**config.mk**
```make
export PLATFORM = sky130hd
export DESIGN_NAME = monte_carlo_row_stats_scan_unit_flat
export DESIGN_NICKNAME = d
export VERILOG_FILES = /design/src/hw/rtl/mcrs_pkg.sv /design/src/hw/rtl/mcrs_if.sv /design/src/hw/rtl/monte_carlo_row_stats_scan_unit.sv /design/src/hw/rtl/mcrs_mul.sv /design/src/hw/rtl/mcrs_div.sv /design/src/hw/rtl/mcrs_sqrt.sv /design/src/flat_wrapper.sv
export SDC_FILE = /design/constraint.sdc
export NUM_CORES = 2
export LEC_CHECK = 0
export BUFFER_PORTS_ARGS = -buffer_cell sky130_fd_sc_hd__buf_2
export CAP_MARGIN = 20
export CORE_MARGIN = 1
export CORE_UTILIZATION = 30
export DETAILED_ROUTE_END_ITERATION = 16
export PLACE_DENSITY = 0.55
export RECOVER_POWER = 25
export SLEW_MARGIN = 20
export SYNTH_ARGS = -nofsm -noshare
export SYNTH_HDL_FRONTEND = slang
export SYNTH_SLANG_ARGS = --single-unit
```
**constraint.sdc**
```tcl
create_clock -name i_clk -period 9.5 [get_ports i_clk]
set_clock_uncertainty 0.15 [all_clocks]
set_input_delay 2.85 -clock i_clk [delete_from_list [all_inputs] [get_ports i_clk]]
set_output_delay 2.85 -clock i_clk [all_outputs]
set_load 0.05 [all_outputs]
```
**src/hw/rtl/mcrs_pkg.sv**
```systemverilog
// Package for the row statistics scan unit: widths, codes, state enum, records.
// No dependencies.
`default_nettype none
package mcrs_pkg;
    localparam int MAX_SLOTS_DEF     = 1024;
    localparam int FRACTION_BITS_DEF = 31;
    localparam int COL_W    = 11;
    localparam int CNT_W    = 64;
    localparam int RAYS_W   = 48;
    localparam int SCALE_W  = 48;
    localparam int THR_W    = 31;
    localparam int ERR_W    = 31;
    localparam int FAC_W    = 32;
    localparam int ENTRY_W  = 40;
    localparam int ADDR_W   = 6;

    localparam logic [2:0] REG_REAL_COLS = 3'd0;
    localparam logic [2:0] REG_LOST_COL  = 3'd1;
    localparam logic [2:0] REG_INV_SCALE = 3'd2;
    localparam logic [2:0] REG_KEEP_THR  = 3'd3;
    localparam logic [2:0] REG_KEEP_FULL = 3'd4;

    localparam logic KIND_ENTRY   = 1'b0;
    localparam logic KIND_SUMMARY = 1'b1;

    typedef enum logic [4:0] {
        S_IDLE, S_MUL, S_ENERGY, S_FDIV, S_FACT, S_EMUL, S_EDIV, S_SQRT, S_STATS,
        S_ENTRY, S_RAYS, S_MDIV, S_LDIV, S_SUM, S_OUT
    } t_state;

    // Start/done handshake to a serial unit.
    typedef struct packed {
        logic start;
        logic done;
    } t_unit_ctl;

    typedef struct packed {
        logic        kind;
        logic [10:0] column;
        logic [31:0] factor;
        logic [30:0] mean_error;
        logic [30:0] peak_error;
        logic [31:0] lost_fraction;
        logic        last;
    } t_result;
endpackage
`default_nettype wire

```
**src/hw/rtl/mcrs_if.sv**
```systemverilog
// Valid/ready stream interfaces for the input and result channels.
// Depends on mcrs_pkg.
`default_nettype none
interface mcrs_in_if;
    import mcrs_pkg::*;
    logic              valid;
    logic              ready;
    logic              cell_present;
    logic [COL_W-1:0]  cell_column;
    logic [CNT_W-1:0]  cell_count;
    logic [RAYS_W-1:0] row_rays;
    logic              row_end;
    logic              matrix_end;
    modport source (output valid, cell_present, cell_column, cell_count, row_rays,
                    row_end, matrix_end, input ready);
    modport sink (input valid, cell_present, cell_column, cell_count, row_rays,
                  row_end, matrix_end, output ready);
endinterface

interface mcrs_out_if;
    import mcrs_pkg::*;
    logic                    valid;
    logic                    ready;
    logic                    result_kind;
    logic [COL_W-1:0]        entry_column;
    logic signed [FAC_W-1:0] entry_factor;
    logic [ERR_W-1:0]        mean_error;
    logic [ERR_W-1:0]        peak_error;
    logic signed [FAC_W-1:0] lost_fraction;
    logic                    last_result;
    modport source (output valid, result_kind, entry_column, entry_factor, mean_error,
                    peak_error, lost_fraction, last_result, input ready);
    modport sink (input valid, result_kind, entry_column, entry_factor, mean_error,
                  peak_error, lost_fraction, last_result, output ready);
endinterface
`default_nettype wire

```
**src/hw/rtl/monte_carlo_row_stats_scan_unit.sv**
```systemverilog
// Top level of the row statistics scan: sequencer, statistics, APB registers.
// Depends on mcrs_pkg, mcrs_if, mcrs_mul, mcrs_div, mcrs_sqrt.
//
//  channel   dir   kind      payload
//  in_ch     in    valid/rdy cell_present, cell_column, cell_count, row_rays, ends
//  out_ch    out   valid/rdy kind, column, factor, mean/peak error, lost_fraction
//  apb       in    APB       five registers at 8*i, 64-bit data
//
// One transaction at a time. A cell uses a shift-add multiply, a quotient, and,
// for a real column with a factor in range, a second multiply, a second quotient
// and a root. A matrix end adds two divides. Items with nothing to do skip the
// serial units.
// Reset is synchronous, active low; no clearing pass. Results wait in one
// register until taken; the sequencer stalls on a full result register.
`default_nettype none
module monte_carlo_row_stats_scan_unit #(
    parameter int MAX_SLOTS     = mcrs_pkg::MAX_SLOTS_DEF,
    parameter int FRACTION_BITS = mcrs_pkg::FRACTION_BITS_DEF
) (
    input  wire logic                        i_clk,
    input  wire logic                        i_rst_n,
    mcrs_in_if.sink                          in_ch,
    mcrs_out_if.source                       out_ch,
    input  wire logic                        psel,
    input  wire logic                        penable,
    input  wire logic                        pwrite,
    input  wire logic [mcrs_pkg::ADDR_W-1:0] paddr,
    input  wire logic [63:0]                 pwdata,
    output logic [63:0]                      prdata,
    output logic                             pready
);
    import mcrs_pkg::*;

    // registers
    logic [COL_W-1:0]   r_real_cols, r_lost_col;
    logic [SCALE_W-1:0] r_inv_scale;
    logic [THR_W-1:0]   r_keep_thr;
    logic               r_keep_full;
    logic [2:0]         reg_idx;
    logic               wr;

    assign pready  = 1'b1;
    assign reg_idx = paddr[5:3];
    assign wr      = psel && penable && pwrite;

    always_ff @(posedge i_clk) begin
        if (!i_rst_n) begin
            r_real_cols <= COL_W'(1);
            r_lost_col  <= COL_W'(1);
            r_inv_scale <= '0;
            r_keep_thr  <= '0;
            r_keep_full <= 1'b0;
        end else if (wr && paddr[2:0] == 3'd0) begin
            unique case (reg_idx)
                REG_REAL_COLS: r_real_cols <= pwdata[COL_W-1:0];
                REG_LOST_COL:  r_lost_col  <= pwdata[COL_W-1:0];
                REG_INV_SCALE: r_inv_scale <= pwdata[SCALE_W-1:0];
                REG_KEEP_THR:  r_keep_thr  <= pwdata[THR_W-1:0];
                REG_KEEP_FULL: r_keep_full <= pwdata[0];
                default: ;
            endcase
        end
    end

    always_comb begin
        unique case (reg_idx)
            REG_REAL_COLS: prdata = 64'(r_real_cols);
            REG_LOST_COL:  prdata = 64'(r_lost_col);
            REG_INV_SCALE: prdata = 64'(r_inv_scale);
            REG_KEEP_THR:  prdata = 64'(r_keep_thr);
            REG_KEEP_FULL: prdata = 64'(r_keep_full);
            default:       prdata = '0;
        endcase
    end

    // statistics state
    logic [63:0]        r_err_total, r_rays_total;
    logic [31:0]        r_err_peak;
    logic [ENTRY_W-1:0] r_entry_total;
    logic signed [63:0] r_lost_total;

    // captured item and working values
    logic [COL_W-1:0]  r_col;
    logic [63:0]       r_cell;
    logic [RAYS_W-1:0] r_rays;
    logic              r_rend, r_mend, r_lost, r_neg, r_emit, r_cell_ok;
    logic [63:0]       r_energy;
    logic [127:0]      r_fq;
    logic [63:0]       r_mean;
    logic              r_lneg;

    t_state r_state, n_state;

    // output holding register
    t_result r_res;
    logic    r_res_v;

    // serial units
    t_unit_ctl mul_ctl, div_ctl, sqrt_ctl;
    logic [63:0]  mul_a;
    logic [63:0]  mul_b;
    logic [127:0] mul_p;
    logic         mul_done, div_done, sqrt_done;
    logic [127:0] div_n, div_q;
    logic [63:0]  div_d, sqrt_root;

    mcrs_mul #(.AW(64), .BW(64)) u_mul (
        .i_clk, .i_rst_n, .i_ctl(mul_ctl), .i_a(mul_a), .i_b(mul_b),
        .o_done(mul_done), .o_p(mul_p));
    mcrs_div u_div (
        .i_clk, .i_rst_n, .i_ctl(div_ctl), .i_n(div_n), .i_d(div_d),
        .o_done(div_done), .o_q(div_q));
    mcrs_sqrt u_sqrt (
        .i_clk, .i_rst_n, .i_ctl(sqrt_ctl), .i_v(div_q),
        .o_done(sqrt_done), .o_root(sqrt_root));

    localparam logic [63:0] ONE = 64'd1 << FRACTION_BITS;

    // scale a magnitude by 2^FRACTION_BITS / 2^32, fraction bits dropped
    function automatic logic [127:0] frac_num(input logic [63:0] m);
        logic [191:0] t;
        t = {64'd0, m, 64'd0} << FRACTION_BITS;
        return {32'd0, t[191:96]};
    endfunction

    function automatic logic [31:0] sat32(input logic [127:0] mag, input logic neg);
        logic [127:0] lim;
        logic [31:0]  m;
        lim = neg ? 128'h8000_0000 : 128'h7FFF_FFFF;
        m   = (mag > lim) ? lim[31:0] : mag[31:0];
        return neg ? 32'(-m) : m;
    endfunction

    logic [63:0]  cell_mag;
    logic [111:0] shifted;
    logic [63:0]  energy_n;
    logic [COL_W-1:0] slots;
    logic         is_real, err_ok;
    logic [63:0]  err_cur;
    logic [63:0]  lt_mag;
    logic signed [64:0] lsum;
    logic [64:0]  esum, rsum;

    always_comb begin
        cell_mag = (r_lost && r_cell[63]) ? 64'(-r_cell) : r_cell;
        shifted  = mul_p[127:16];
        energy_n = (shifted[111:63] != '0) ? 64'h7FFF_FFFF_FFFF_FFFF : shifted[63:0];
        slots    = (32'(r_real_cols) > MAX_SLOTS) ? COL_W'(MAX_SLOTS) : r_real_cols;
        is_real  = r_col < slots;
        err_ok   = !r_neg && r_fq[127:64] == '0 && r_fq[63:0] != '0 && r_fq[63:0] < ONE;
        // root is final whenever the stats update fires on the error path
        err_cur  = (is_real && err_ok) ? sqrt_root : 64'd0;
        lt_mag   = r_lost_total[63] ? 64'(-r_lost_total) : 64'(r_lost_total);
        lsum     = 65'(r_lost_total) + (r_neg ? -65'(r_energy) : 65'(r_energy));
        esum     = 65'(r_err_total) + 65'(err_cur);
        rsum     = 65'(r_rays_total) + 65'(r_rays);
    end

    assign in_ch.ready = (r_state == S_IDLE);

    // next state and unit controls
    always_comb begin
        n_state        = r_state;
        mul_ctl.start  = 1'b0;
        div_ctl.start  = 1'b0;
        sqrt_ctl.start = 1'b0;
        mul_ctl.done   = mul_done;
        div_ctl.done   = div_done;
        sqrt_ctl.done  = sqrt_done;
        mul_a          = 64'(cell_mag);
        mul_b          = 64'(r_inv_scale);
        div_n          = frac_num(r_energy);
        div_d          = 64'(r_rays);
        unique case (r_state)
            S_IDLE: if (in_ch.valid) n_state = S_MUL;
            S_MUL: begin
                if (r_cell_ok) begin
                    mul_ctl.start = 1'b1;
                    n_state = S_ENERGY;
                end else begin
                    n_state = S_RAYS;
                end
            end
            S_ENERGY: if (mul_done) n_state = S_FDIV;
            S_FDIV: begin
                div_ctl.start = 1'b1;
                n_state = S_FACT;
            end
            S_FACT: if (div_done) n_state = S_EMUL;
            S_EMUL: begin
                if (is_real && err_ok) begin
                    mul_a = r_fq[63:0];
                    mul_b = ONE - r_fq[63:0];
                    mul_ctl.start = 1'b1;
                    n_state = S_EDIV;
                end else begin
                    n_state = S_STATS;
                end
            end
            S_EDIV: if (mul_done) begin
                div_n = mul_p;
                div_ctl.start = 1'b1;
                n_state = S_SQRT;
            end
            S_SQRT: if (div_done) begin
                sqrt_ctl.start = 1'b1;
                n_state = S_STATS;
            end
            S_STATS: if (!(is_real && err_ok) || sqrt_done) n_state = S_ENTRY;
            S_ENTRY: if (!r_res_v || !r_emit) n_state = S_RAYS;
            S_RAYS:  n_state = r_mend ? S_MDIV : S_IDLE;
            S_MDIV: begin
                div_n = {64'd0, r_err_total};
                div_d = (r_entry_total == '0) ? 64'd1 : 64'(r_entry_total);
                div_ctl.start = 1'b1;
                n_state = S_LDIV;
            end
            S_LDIV: if (div_done) begin
                div_n = frac_num(lt_mag);
                div_d = (r_rays_total == '0) ? 64'd1 : r_rays_total;
                div_ctl.start = 1'b1;
                n_state = S_SUM;
            end
            S_SUM: if (div_done) n_state = S_OUT;
            S_OUT: if (!r_res_v) n_state = S_IDLE;
            default: n_state = S_IDLE;
        endcase
    end

    always_ff @(posedge i_clk) begin
        if (!i_rst_n) r_state <= S_IDLE;
        else          r_state <= n_state;
    end

    logic out_take;
    assign out_take = out_ch.valid && out_ch.ready;

    always_ff @(posedge i_clk) begin
        if (!i_rst_n) begin
            r_err_total   <= '0;
            r_err_peak    <= '0;
            r_entry_total <= '0;
            r_lost_total  <= '0;
            r_rays_total  <= '0;
            r_res_v       <= 1'b0;
        end else begin
            if (out_take) r_res_v <= 1'b0;
            unique case (r_state)
                S_STATS: if (n_state == S_ENTRY) begin
                    if (r_lost) begin
                        if (lsum[64] != lsum[63])
                            r_lost_total <= lsum[64] ? 64'sh8000_0000_0000_0000
                                                     : 64'sh7FFF_FFFF_FFFF_FFFF;
                        else
                            r_lost_total <= lsum[63:0];
                    end
                    if (is_real) begin
                        r_err_total <= esum[64] ? '1 : esum[63:0];
                        if (err_cur > 64'(r_err_peak))
                            r_err_peak <= (err_cur > 64'hFFFF_FFFF) ? '1 : err_cur[31:0];
                        if (r_entry_total != '1) r_entry_total <= r_entry_total + 1'b1;
                    end
                end
                S_ENTRY: if (r_emit && !r_res_v) begin
                    r_res_v <= 1'b1;
                end
                S_RAYS: if (r_rend || r_mend) begin
                    r_rays_total <= rsum[64] ? '1 : rsum[63:0];
                end
                S_OUT: if (!r_res_v) begin
                    r_res_v       <= 1'b1;
                    r_err_total   <= '0;
                    r_err_peak    <= '0;
                    r_entry_total <= '0;
                    r_lost_total  <= '0;
                    r_rays_total  <= '0;
                end
                default: ;
            endcase
        end
    end

    // datapath captures, no reset needed
    always_ff @(posedge i_clk) begin
        unique case (r_state)
            S_IDLE: if (in_ch.valid) begin
                r_col     <= in_ch.cell_column;
                r_cell    <= in_ch.cell_count;
                r_rays    <= in_ch.row_rays;
                r_rend    <= in_ch.row_end;
                r_mend    <= in_ch.matrix_end;
                r_lost    <= in_ch.cell_column == r_lost_col;
                r_cell_ok <= in_ch.cell_present && in_ch.row_rays != '0
                             && r_inv_scale != '0;
                r_emit    <= 1'b0;
            end
            S_ENERGY: if (mul_done) begin
                r_energy <= energy_n;
                r_neg    <= r_lost && r_cell[63] && energy_n != '0;
            end
            S_FACT: if (div_done) begin
                r_fq   <= div_q;
                r_emit <= r_keep_full && (div_q > 128'(r_keep_thr));
            end
            S_LDIV: if (div_done) begin
                r_mean <= div_q[63:0];
                r_lneg <= r_lost_total[63];
            end
            default: ;
        endcase
    end

    // result register
    always_ff @(posedge i_clk) begin
        if (r_state == S_ENTRY && r_emit && !r_res_v) begin
            r_res.kind          <= KIND_ENTRY;
            r_res.column        <= r_col;
            r_res.factor        <= sat32(r_fq, r_neg);
            r_res.mean_error    <= '0;
            r_res.peak_error    <= '0;
            r_res.lost_fraction <= '0;
            r_res.last          <= !r_mend;
        end else if (r_state == S_OUT && !r_res_v) begin
            r_res.kind          <= KIND_SUMMARY;
            r_res.column        <= '0;
            r_res.factor        <= '0;
            r_res.mean_error    <= (r_entry_total == '0) ? '0 :
                                   (r_mean > 64'h7FFF_FFFF) ? '1 : r_mean[30:0];
            r_res.peak_error    <= (r_err_peak > 32'h7FFF_FFFF) ? '1 : r_err_peak[30:0];
            r_res.lost_fraction <= (r_rays_total == '0 || r_lost_total == '0) ? '0 :
                                   sat32(div_q, r_lneg);
            r_res.last          <= 1'b1;
        end
    end

    assign out_ch.valid         = r_res_v;
    assign out_ch.result_kind   = r_res.kind;
    assign out_ch.entry_column  = r_res.column;
    assign out_ch.entry_factor  = r_res.factor;
    assign out_ch.mean_error    = r_res.mean_error;
    assign out_ch.peak_error    = r_res.peak_error;
    assign out_ch.lost_fraction = r_res.lost_fraction;
    assign out_ch.last_result   = r_res.last;

`ifndef NO_ASSERTIONS
    a_ready_idle: assert property (@(posedge i_clk) disable iff (!i_rst_n)
        in_ch.ready |-> !mul_ctl.done && !div_ctl.done && !sqrt_ctl.done)
        else $error("unit finished while idle");
    a_out_hold: assert property (@(posedge i_clk) disable iff (!i_rst_n)
        out_ch.valid && !out_ch.ready |=> out_ch.valid && $stable(r_res))
        else $error("pending result changed");
    a_summary_last: assert property (@(posedge i_clk) disable iff (!i_rst_n)
        out_ch.valid && out_ch.result_kind == KIND_SUMMARY |-> out_ch.last_result)
        else $error("summary not last");
    a_clear: assert property (@(posedge i_clk) disable iff (!i_rst_n)
        r_state == S_OUT && !r_res_v |=> r_entry_total == '0 && r_rays_total == '0)
        else $error("state not cleared after summary");
`endif
endmodule
`default_nettype wire

```
**src/hw/rtl/mcrs_mul.sv**
```systemverilog
// Shift-add multiplier, one multiplier bit per cycle.
// Depends on mcrs_pkg.
`default_nettype none
module mcrs_mul #(
    parameter int AW = 64,
    parameter int BW = 64
) (
    input  wire logic                   i_clk,
    input  wire logic                   i_rst_n,
    input  wire mcrs_pkg::t_unit_ctl    i_ctl,
    input  wire logic [AW-1:0]          i_a,
    input  wire logic [BW-1:0]          i_b,
    output logic                        o_done,
    output logic [AW+BW-1:0]            o_p
);
    import mcrs_pkg::*;
    localparam int CW = $clog2(BW + 1);
    logic [AW+BW-1:0] r_p, r_a;
    logic [BW-1:0]    r_b;
    logic [CW-1:0]    r_cnt;
    logic             r_busy, r_done;

    always_ff @(posedge i_clk) begin
        if (!i_rst_n) begin
            r_busy <= 1'b0;
            r_done <= 1'b0;
        end else begin
            r_done <= 1'b0;
            if (i_ctl.start) begin
                r_busy <= 1'b1;
                r_cnt  <= CW'(BW);
            end else if (r_busy) begin
                r_cnt <= r_cnt - 1'b1;
                if (r_cnt == CW'(1)) begin
                    r_busy <= 1'b0;
                    r_done <= 1'b1;
                end
            end
        end
    end

    always_ff @(posedge i_clk) begin
        if (i_ctl.start) begin
            r_p <= '0;
            r_a <= {{BW{1'b0}}, i_a};
            r_b <= i_b;
        end else if (r_busy) begin
            if (r_b[0]) r_p <= r_p + r_a;
            r_a <= r_a << 1;
            r_b <= r_b >> 1;
        end
    end

    assign o_done = r_done;
    assign o_p    = r_p;
endmodule
`default_nettype wire

```
**src/hw/rtl/mcrs_div.sv**
```systemverilog
// Restoring divider, one quotient bit per cycle, 128-bit dividend, 64-bit divisor.
// Depends on mcrs_pkg.
`default_nettype none
module mcrs_div (
    input  wire logic                i_clk,
    input  wire logic                i_rst_n,
    input  wire mcrs_pkg::t_unit_ctl i_ctl,
    input  wire logic [127:0]        i_n,
    input  wire logic [63:0]         i_d,
    output logic                     o_done,
    output logic [127:0]             o_q
);
    import mcrs_pkg::*;
    logic [127:0] r_q;
    logic [63:0]  r_r, r_d;
    logic [7:0]   r_cnt;
    logic         r_busy, r_done;
    logic [64:0]  sh;
    logic         take;

    always_comb begin
        sh   = {r_r, r_q[127]};
        take = sh[64] || (sh[63:0] >= r_d);
    end

    always_ff @(posedge i_clk) begin
        if (!i_rst_n) begin
            r_busy <= 1'b0;
            r_done <= 1'b0;
        end else begin
            r_done <= 1'b0;
            if (i_ctl.start) begin
                r_busy <= 1'b1;
                r_cnt  <= 8'd128;
            end else if (r_busy) begin
                r_cnt <= r_cnt - 1'b1;
                if (r_cnt == 8'd1) begin
                    r_busy <= 1'b0;
                    r_done <= 1'b1;
                end
            end
        end
    end

    // dividend shifts out the top while quotient bits enter the bottom
    always_ff @(posedge i_clk) begin
        if (i_ctl.start) begin
            r_q <= i_n;
            r_r <= '0;
            r_d <= i_d;
        end else if (r_busy) begin
            r_r <= take ? 64'(sh - {1'b0, r_d}) : sh[63:0];
            r_q <= {r_q[126:0], take};
        end
    end

    assign o_done = r_done;
    assign o_q    = r_q;
endmodule
`default_nettype wire

```
**src/hw/rtl/mcrs_sqrt.sv**
```systemverilog
// Bit-serial integer square root of a 128-bit value, one result bit per cycle.
// Depends on mcrs_pkg.
`default_nettype none
module mcrs_sqrt (
    input  wire logic                i_clk,
    input  wire logic                i_rst_n,
    input  wire mcrs_pkg::t_unit_ctl i_ctl,
    input  wire logic [127:0]        i_v,
    output logic                     o_done,
    output logic [63:0]              o_root
);
    import mcrs_pkg::*;
    logic [127:0] r_v;
    logic [65:0]  r_rem;
    logic [63:0]  r_root;
    logic [6:0]   r_cnt;
    logic         r_busy, r_done;
    logic [65:0]  trial, sh;

    always_comb begin
        sh    = {r_rem[63:0], r_v[127:126]};
        trial = {r_root, 2'b01};
    end

    always_ff @(posedge i_clk) begin
        if (!i_rst_n) begin
            r_busy <= 1'b0;
            r_done <= 1'b0;
        end else begin
            r_done <= 1'b0;
            if (i_ctl.start) begin
                r_busy <= 1'b1;
                r_cnt  <= 7'd64;
            end else if (r_busy) begin
                r_cnt <= r_cnt - 1'b1;
                if (r_cnt == 7'd1) begin
                    r_busy <= 1'b0;
                    r_done <= 1'b1;
                end
            end
        end
    end

    // two radicand bits per step; remainder stays below 2*root+1
    always_ff @(posedge i_clk) begin
        if (i_ctl.start) begin
            r_v    <= i_v;
            r_rem  <= '0;
            r_root <= '0;
        end else if (r_busy) begin
            r_v <= r_v << 2;
            if (sh >= trial) begin
                r_rem  <= sh - trial;
                r_root <= {r_root[62:0], 1'b1};
            end else begin
                r_rem  <= sh;
                r_root <= {r_root[62:0], 1'b0};
            end
        end
    end

    assign o_done = r_done;
    assign o_root = r_root;
endmodule
`default_nettype wire
```
**src/flat_wrapper.sv**
```systemverilog
// flat-port wrapper written by rule: the top's interface ports become plain ports
module monte_carlo_row_stats_scan_unit_flat import mcrs_pkg::*;
#(
    parameter int MAX_SLOTS     = mcrs_pkg::MAX_SLOTS_DEF,
    parameter int FRACTION_BITS = mcrs_pkg::FRACTION_BITS_DEF
)
  (i_clk, i_rst_n, psel, penable, pwrite, paddr, pwdata, prdata, pready, in_ch_valid, in_ch_cell_present, in_ch_cell_column, in_ch_cell_count, in_ch_row_rays, in_ch_row_end, in_ch_matrix_end, in_ch_ready, out_ch_valid, out_ch_result_kind, out_ch_entry_column, out_ch_entry_factor, out_ch_mean_error, out_ch_peak_error, out_ch_lost_fraction, out_ch_last_result, out_ch_ready);
  mcrs_in_if in_ch_i ();
  mcrs_out_if out_ch_i ();
  input  wire logic i_clk;
  input  wire logic i_rst_n;
  input  wire logic psel;
  input  wire logic penable;
  input  wire logic pwrite;
  input  wire logic [mcrs_pkg::ADDR_W-1:0] paddr;
  input  wire logic [63:0] pwdata;
  output logic [63:0] prdata;
  output logic pready;
  input wire logic [$bits(in_ch_i.valid)-1:0] in_ch_valid;
  input wire logic [$bits(in_ch_i.cell_present)-1:0] in_ch_cell_present;
  input wire logic [$bits(in_ch_i.cell_column)-1:0] in_ch_cell_column;
  input wire logic [$bits(in_ch_i.cell_count)-1:0] in_ch_cell_count;
  input wire logic [$bits(in_ch_i.row_rays)-1:0] in_ch_row_rays;
  input wire logic [$bits(in_ch_i.row_end)-1:0] in_ch_row_end;
  input wire logic [$bits(in_ch_i.matrix_end)-1:0] in_ch_matrix_end;
  output wire logic [$bits(in_ch_i.ready)-1:0] in_ch_ready;
  output wire logic [$bits(out_ch_i.valid)-1:0] out_ch_valid;
  output wire logic [$bits(out_ch_i.result_kind)-1:0] out_ch_result_kind;
  output wire logic [$bits(out_ch_i.entry_column)-1:0] out_ch_entry_column;
  output wire logic [$bits(out_ch_i.entry_factor)-1:0] out_ch_entry_factor;
  output wire logic [$bits(out_ch_i.mean_error)-1:0] out_ch_mean_error;
  output wire logic [$bits(out_ch_i.peak_error)-1:0] out_ch_peak_error;
  output wire logic [$bits(out_ch_i.lost_fraction)-1:0] out_ch_lost_fraction;
  output wire logic [$bits(out_ch_i.last_result)-1:0] out_ch_last_result;
  input wire logic [$bits(out_ch_i.ready)-1:0] out_ch_ready;
  assign in_ch_i.valid = in_ch_valid;
  assign in_ch_i.cell_present = in_ch_cell_present;
  assign in_ch_i.cell_column = in_ch_cell_column;
  assign in_ch_i.cell_count = in_ch_cell_count;
  assign in_ch_i.row_rays = in_ch_row_rays;
  assign in_ch_i.row_end = in_ch_row_end;
  assign in_ch_i.matrix_end = in_ch_matrix_end;
  assign in_ch_ready = in_ch_i.ready;
  assign out_ch_valid = out_ch_i.valid;
  assign out_ch_result_kind = out_ch_i.result_kind;
  assign out_ch_entry_column = out_ch_i.entry_column;
  assign out_ch_entry_factor = out_ch_i.entry_factor;
  assign out_ch_mean_error = out_ch_i.mean_error;
  assign out_ch_peak_error = out_ch_i.peak_error;
  assign out_ch_lost_fraction = out_ch_i.lost_fraction;
  assign out_ch_last_result = out_ch_i.last_result;
  assign out_ch_i.ready = out_ch_ready;
  monte_carlo_row_stats_scan_unit #(.MAX_SLOTS(MAX_SLOTS), .FRACTION_BITS(FRACTION_BITS)) u_core (.i_clk(i_clk), .i_rst_n(i_rst_n), .in_ch(in_ch_i), .out_ch(out_ch_i), .psel(psel), .penable(penable), .pwrite(pwrite), .paddr(paddr), .pwdata(pwdata), .prdata(prdata), .pready(pready));
endmodule
```
======== Word-level counts from Yosys, hierarchy flattened ========
Cells that the tools add are included.
storage, ports and cells
  flip-flop bits (word level) ............. 1757
  latch bits .............................. 0
  bits in writable memories ............... 0
  bits in read-only memories .............. 0
  bits of input ports ..................... 203
  output and inout bits ................... 206
  word-level logic and storage cells ...... 294
  memories ................................ 0
cells by class
  add/subtract/negate cells ............... 16
  multipliers ............................. 0
  div/mod/pow operators ................... 0
  order comparisons ....................... 12
  equality and inequality tests ........... 34
  shift-type cells ........................ 0
  mux-type cells .......................... 108
  bitwise gates (word level) .............. 4
  reductions and logical operators ........ 69
operators by type and width
  kind                number
  $mux 64             26
  $mux 128            5
  $pmux 64 s2         4
  $mux 32             12
  $pmux 128 s3        1
  $mux 138            2
  $gt 128x128->1      2
  $pmux 48 s5         1
  $mux 40             5
  $logic_not 64->1    3
  $add 128x128->128   1
  $gt 128x31->1       1
  $neg 64->64         2
  $reduce_bool 64->1  2
  $sub 64x64->64      2
  $reduce_bool 48->1  2
  $mux 31             3
  $pmux 40 s2         1
  $pmux 5 s15         1
  $ge 66x66->1        1
  $add 64x48->65      1
  $add 64x64->65      1
  $add 65x65->65      1
  $mux 65             1
  other kinds (53)    162

======== Longest topological paths before layout ========
  depth after elaboration ................. 12
  depth in mapped cells ................... 29
  depth with buffers taken out ............ 28

======== By module ========
Synthesis repeated with hierarchy kept, for this count alone.
second synthesis, totals
  cells, all modules ...................... 11654
  area total of the unflattened synthesis .. 106333.2 µm²
modules (own cells, without submodules)
  module                           instances  cells an instance  area each (µm²)  seq. area each (µm²)
  monte_carlo_row_stats_scan_unit  1          6607               56903.3          22261.4
  mcrs_mul                         1          2251               20282.0          7937.6
  mcrs_sqrt                        1          1463               14694.1          6656.4
  mcrs_div                         1          1333               14453.9          7327.0

======== Worst setup path after synthesis ========
No wires, ideal clock.
  path kind ............................... input to output
  from .................................... in paddr[4] (netlist bit)
  to ...................................... out prdata[18]
  arrival time ............................ 4.289 ns
  data required time ...................... 6.500 ns
  path slack .............................. 2.211 ns
  stages .................................. 5
  path buffers ............................ 2
  path through ............................ inv_1 -> nor3_1 -> clkbuf_1 -> clkbuf_1 -> a22o_1
between the ends
  cells in the longest elaborated chain, start to end .. 2
  elaborated cells on any way between the ends .. 6
  classes of those cells .................. 4 x eq/ne; 1 x mux; 1 x reduce/logical
ends and longest elaborated chain
  item                                line                                   RTL
  start, declared                     flat_wrapper.sv:15                     input wire logic [mcrs_pkg::ADDR_W-1:0] paddr;
  $eq 3x3->1 (tied with other cells)  monte_carlo_row_stats_scan_unit.sv:66  unique case (reg_idx)
  $pmux 48 s5 *                       monte_carlo_row_stats_scan_unit.sv:66
  end, declared                       flat_wrapper.sv:17                     output logic [63:0] prdata;
Every way passes the cells marked *; elsewhere a longest branch is shown, timed or not.

======== Worst setup path in the final report ========
  from .................................... reg u_core.r_energy[10]
  to ...................................... reg u_core.r_lost_total[44]
between the ends
  cells in the longest elaborated chain, start to end .. 8
  elaborated cells on any way between the ends .. 9
  classes of those cells .................. 2 x add/sub; 1 x eq/ne; 6 x mux
ends and longest elaborated chain
  item                                   line                                                                            RTL
  start, declared                        monte_carlo_row_stats_scan_unit.sv:87                                           logic [63:0] r_energy;
  start signal, assigned                 monte_carlo_row_stats_scan_unit.sv:298                                          r_energy <= energy_n;
  $neg 64->65                            monte_carlo_row_stats_scan_unit.sv:154                                          lsum = 65'(r_lost_total) + (r_neg ? -65'(r_energy) : 65'(r_energy));
  $mux 65 *                              monte_carlo_row_stats_scan_unit.sv:154
  $add 65x65->65 *                       monte_carlo_row_stats_scan_unit.sv:154
  $mux 64 or $ne 1x1->1 (tied branches)  monte_carlo_row_stats_scan_unit.sv:252, monte_carlo_row_stats_scan_unit.sv:251
  $mux 64 *                              monte_carlo_row_stats_scan_unit.sv:251                                          if (lsum[64] != lsum[63])
  $mux 64 *                              monte_carlo_row_stats_scan_unit.sv:250                                          if (r_lost) begin
  $mux 64 *                              monte_carlo_row_stats_scan_unit.sv:249                                          S_STATS: if (n_state == S_ENTRY) begin
  $pmux 64 s2 *                          monte_carlo_row_stats_scan_unit.sv:248                                          unique case (r_state)
  end signal, assigned                   monte_carlo_row_stats_scan_unit.sv:252                                          r_lost_total <= lsum[64] ? 64'sh8000_0000_0000_0000
  end signal, assigned                   monte_carlo_row_stats_scan_unit.sv:255                                          r_lost_total <= lsum[63:0];
  end, declared                          monte_carlo_row_stats_scan_unit.sv:80                                           logic signed [63:0] r_lost_total;
Every way passes the cells marked *; elsewhere a longest branch is shown, timed or not. The select of a mux whose other input is x is not followed.
A chain may end at the register's enable or synchronous reset.

==> impl_metrics.yaml <==
global_routing:
  use_met3: 0.0327
  met1_usage: 0.264
  grtUsageTotal: 0.195
  use_met2: 0.317
  grt_antenna_before_repair: 41
  grt_pass1_vias: 82600
  grt_pass1_wl_mm: 526
  grt.overflow.total: 0
  grt-busiest-layer: "met2"
  grt_start_max_net_pins: 139
setup_path:
  path_max_fanout: 27
  crit_type: "reg2reg"
  r2r_end: "u_core.r_lost_total[44]$_SDFFE_PN0P_"
  cp.arrival_ps: 9070
  cp-startpoint: "u_core.r_energy[10]$_DFFE_PP_"
  crit_end: "u_core.r_lost_total[44]$_SDFFE_PN0P_"
  reg2reg_slack_ps: 1080
  reg2regPathDepth: 27
  crit_required_ps: 10150
  rr_startpoint: "u_core.r_energy[10]$_DFFE_PP_"
  start_kind: "flop"
  worstSetupEndpointType: "flop"
cts:
  clk_pin_slew_ps: 60
  clockBufferDepth: 4
  cts_sinks: 1757
  cts-resized-gates: 0
  cts_root_buf: "clkbuf_16"
  htree_levels: 4
  clock_latency_ps: 940
  post_cts_buffers: 0
  cts_tree: "yes"
  cts_made_buffers: 202
  ctsHoldBuffers: 0
routing:
  wl_mm: 351
  route.detailed.drc: 0
  wire_per_inst_um: 21.4
  vias_per_cell: 5.35
  final_antenna_net_count: 0
  via_count: 87700
  drtIter0Drc: 7588
  dr.pass1.iters: 9
floorplanning:
  start_util: 0.302
  fp.dieW_um: 588
  die_h_um: 588
  core-area_mm2: 0.341
  io_pins: 409
  die-area_mm2: 0.346
  row_count: 214
sta:
  fin_crit_sh: 0.886
  finalSetupTns_ps: 0
  slew_headroom: -1.58
  rsz0062_at_grt: "no"
  hold_violations: 0
  slew_violations: 911
  worst_pin_slew_ps: 3870
  setup_viol: 0
  post-route-min-period_ps: 8420
  max_freq_ghz: 0.119
power_and_ir_drop:
  power_density_mw_per_mm2: 151
  total_power_mw: 17.6
  peakVddDrop_uv: 149
  p_leak_nw: 44.9
final_layout:
  areaGrowthSynthToFinish_pct: 13.0
  n_fill_cell: 35300
  finalNetCount: 12500
  drive_gt1_frac: 0.0779
  fin_area_mm2: 0.116
logic_synthesis:
  synth_edf_count: 900
  seq_area_frac_synth: 0.429
  synthDistinctLibCells: 93
  ys_ff_latch: 1757
  async_reset_ff_frac: 0
  ys.flop_type: "edfxtp_1"
  postSynthCellCount: 11600
  yosys_warnings: 0
  netlist_area_mm2: 0.103
  syn_area_per_cell_um2: 8.89
hold_path:
  hold_class: "reg2reg"
  min-delay-start: "u_core.out_ch.lost_fraction[7]$_SDFFE_PP0P_"
placed_design:
  place_area_mm2: 0.110
  gp_congestion: 0.919
  dp_hpwl_mm: 258
  io_buffers: 375
run:
  maxCapViolCount: 19
status:
  outcome: "complete, but fails checks"
  violations: "capacitance limit, slew limit"
==> through the flow <==
stage               std cells  worst slack, ps  utilization  hold slack [ps]
global route            16400              621        0.341              308
detailed placement      16000             1300        0.322              278
CTS                     16400             1260        0.342              286
finish                  16400             1080        0.342              282
floorplan               11600             2210            -              277
global placement        16000             1300        0.322              270
==> worst min-delay path by stage <==
stage	cells past startpoint	slack, ps	endpoint
final	2	280	u_core.out_ch.lost_fraction[7]$_SDFFE_PP0P_
after CTS	2	290	u_core.out_ch.lost_fraction[7]$_SDFFE_PP0P_
after global routing	2	310	u_core.out_ch.lost_fraction[7]$_SDFFE_PP0P_
after floorplan	2	280	u_core.r_err_peak[10]$_SDFFE_PN0P_
after detailed placement	2	280	u_core.out_ch.lost_fraction[7]$_SDFFE_PP0P_
after global placement	2	270	u_core.out_ch.lost_fraction[5]$_SDFFE_PP0P_
==> layer usage <==
layer  vias to the layer above  part of all wire
met1                     42200              0.45
met2                      2530              0.45
li1                      42400                 -
met5                         -           0.00036
met3                       498             0.063
met4                        20             0.034
==> synthesized netlist by cell type (122+ instances only) <==
library cell / n / share of area
nand2_1: 1577 / 0.057
a31oi_1: 133 / 0.0081
nor4_1: 194 / 0.012
xor2_1: 243 / 0.021
inv_1: 423 / 0.015
nor3_1: 122 / 0.0059
clkbuf_1: 588 / 0.021
edfxtp_1: 900 / 0.26
o21ai_0: 784 / 0.038
a21o_1: 298 / 0.022
mux2i_1: 183 / 0.018
xnor2_1: 420 / 0.036
nor2_1: 994 / 0.036
dfxtp_1: 857 / 0.17
nand2b_1: 167 / 0.010
nand4_1: 186 / 0.011
a21oi_1: 1042 / 0.051
ha_1: 582 / 0.071
nand3_1: 188 / 0.0091
==> final cells by class <==
class	instances	area, um2	area share
multi-input cells	8750	54900	0.472
flip-flops and latches	1757	44200	0.380
well taps	4536	5680	0.0488
clock buffers	250	5510	0.0473
repair buffers	522	2850	0.0245
inverters	427	1620	0.0139
clock inverters	127	1530	0.0131
diodes	15	37.5	0.000323
==> power by group <==
| group | switching [mW] | leakage [nW] | internal, mW |
|---|---|---|---|
| registers | 0.159 | 14.9 | 8.05 |
| clock network | 3.48 | 3.40 | 4.86 |
| logic | 0.663 | 26.6 | 0.397 |
==> placed cells by master (no fill, tap or decap), drive strengths merged, types with 30 or more instances in the layout <==
cell,count
xnor2,420
a21oi,1042
nor2b,90
clkinv,70
a21o,298
nor4,195
inv,437
nand4,186
a222oi,98
ha,582
o41ai,31
nand2,1578
a211oi,68
mux2,55
or3,87
nor3,125
and3,111
o21ai,852
nand3,188
a311oi,83
xor2,243
o21a,76
a221o,63
buf,420
a21boi,37
dfxtp,857
a22o,113
or4,30
nand2b,167
o31ai,74
mux2i,183
nor2,995
a31oi,133
clkbuf,352
o211ai,53
and2,68
o21bai,93
edfxtp,900
==> sequential cells by signal, summed over array words and instances (netlist names), 128 cells and up <==
signal             count
u_core.u_sqrt.r_v    128
u_core.u_div.o_q     128
u_core.u_mul.r_a     128
u_core.r_fq          128
u_core.u_mul.o_p     128
==> cell families (layout without fill, tap and decap cells) <==
group / count (synthesis) / count (layout) / share of synthesized area
AO/OA/AOI/OAI: 3328 / 3328 / 0.204
XOR/XNOR: 663 / 663 / 0.0564
buffers and inverters: 1089 / 1326 / 0.0407
other: 2 / 35 / 0.0000729
AND/OR/NAND/NOR: 3913 / 3913 / 0.174
flip-flops: 1757 / 1757 / 0.429
multiplexers: 238 / 238 / 0.0238
adder cells (fa/ha/maj): 588 / 588 / 0.0718
==> worst max-delay path: stages, from the launching register on <==
cell and delay [ps]:
edfxtp_1 440, or4_1 630, nor4_1 600, nand2b_1 320, nand2b_1 240, or2_2 340
nand2b_1 200, nand2b_1 220, nand2b_1 220, or3_1 470, nand2b_1 230, nand2b_1 210
nand2b_1 250, o21ai_0 230, xnor2_1 150, ha_1 340, a21oi_1 280, o21bai_1 90
a21oi_1 160, o21ai_0 120, a221o_1 340, a221oi_1 280, o31ai_1 130, xnor2_1 420
o21a_2 230, nand2_2 380, buf_4 410, o21ai_0 170
No activity file was read; power rests on OpenSTA's default activity.
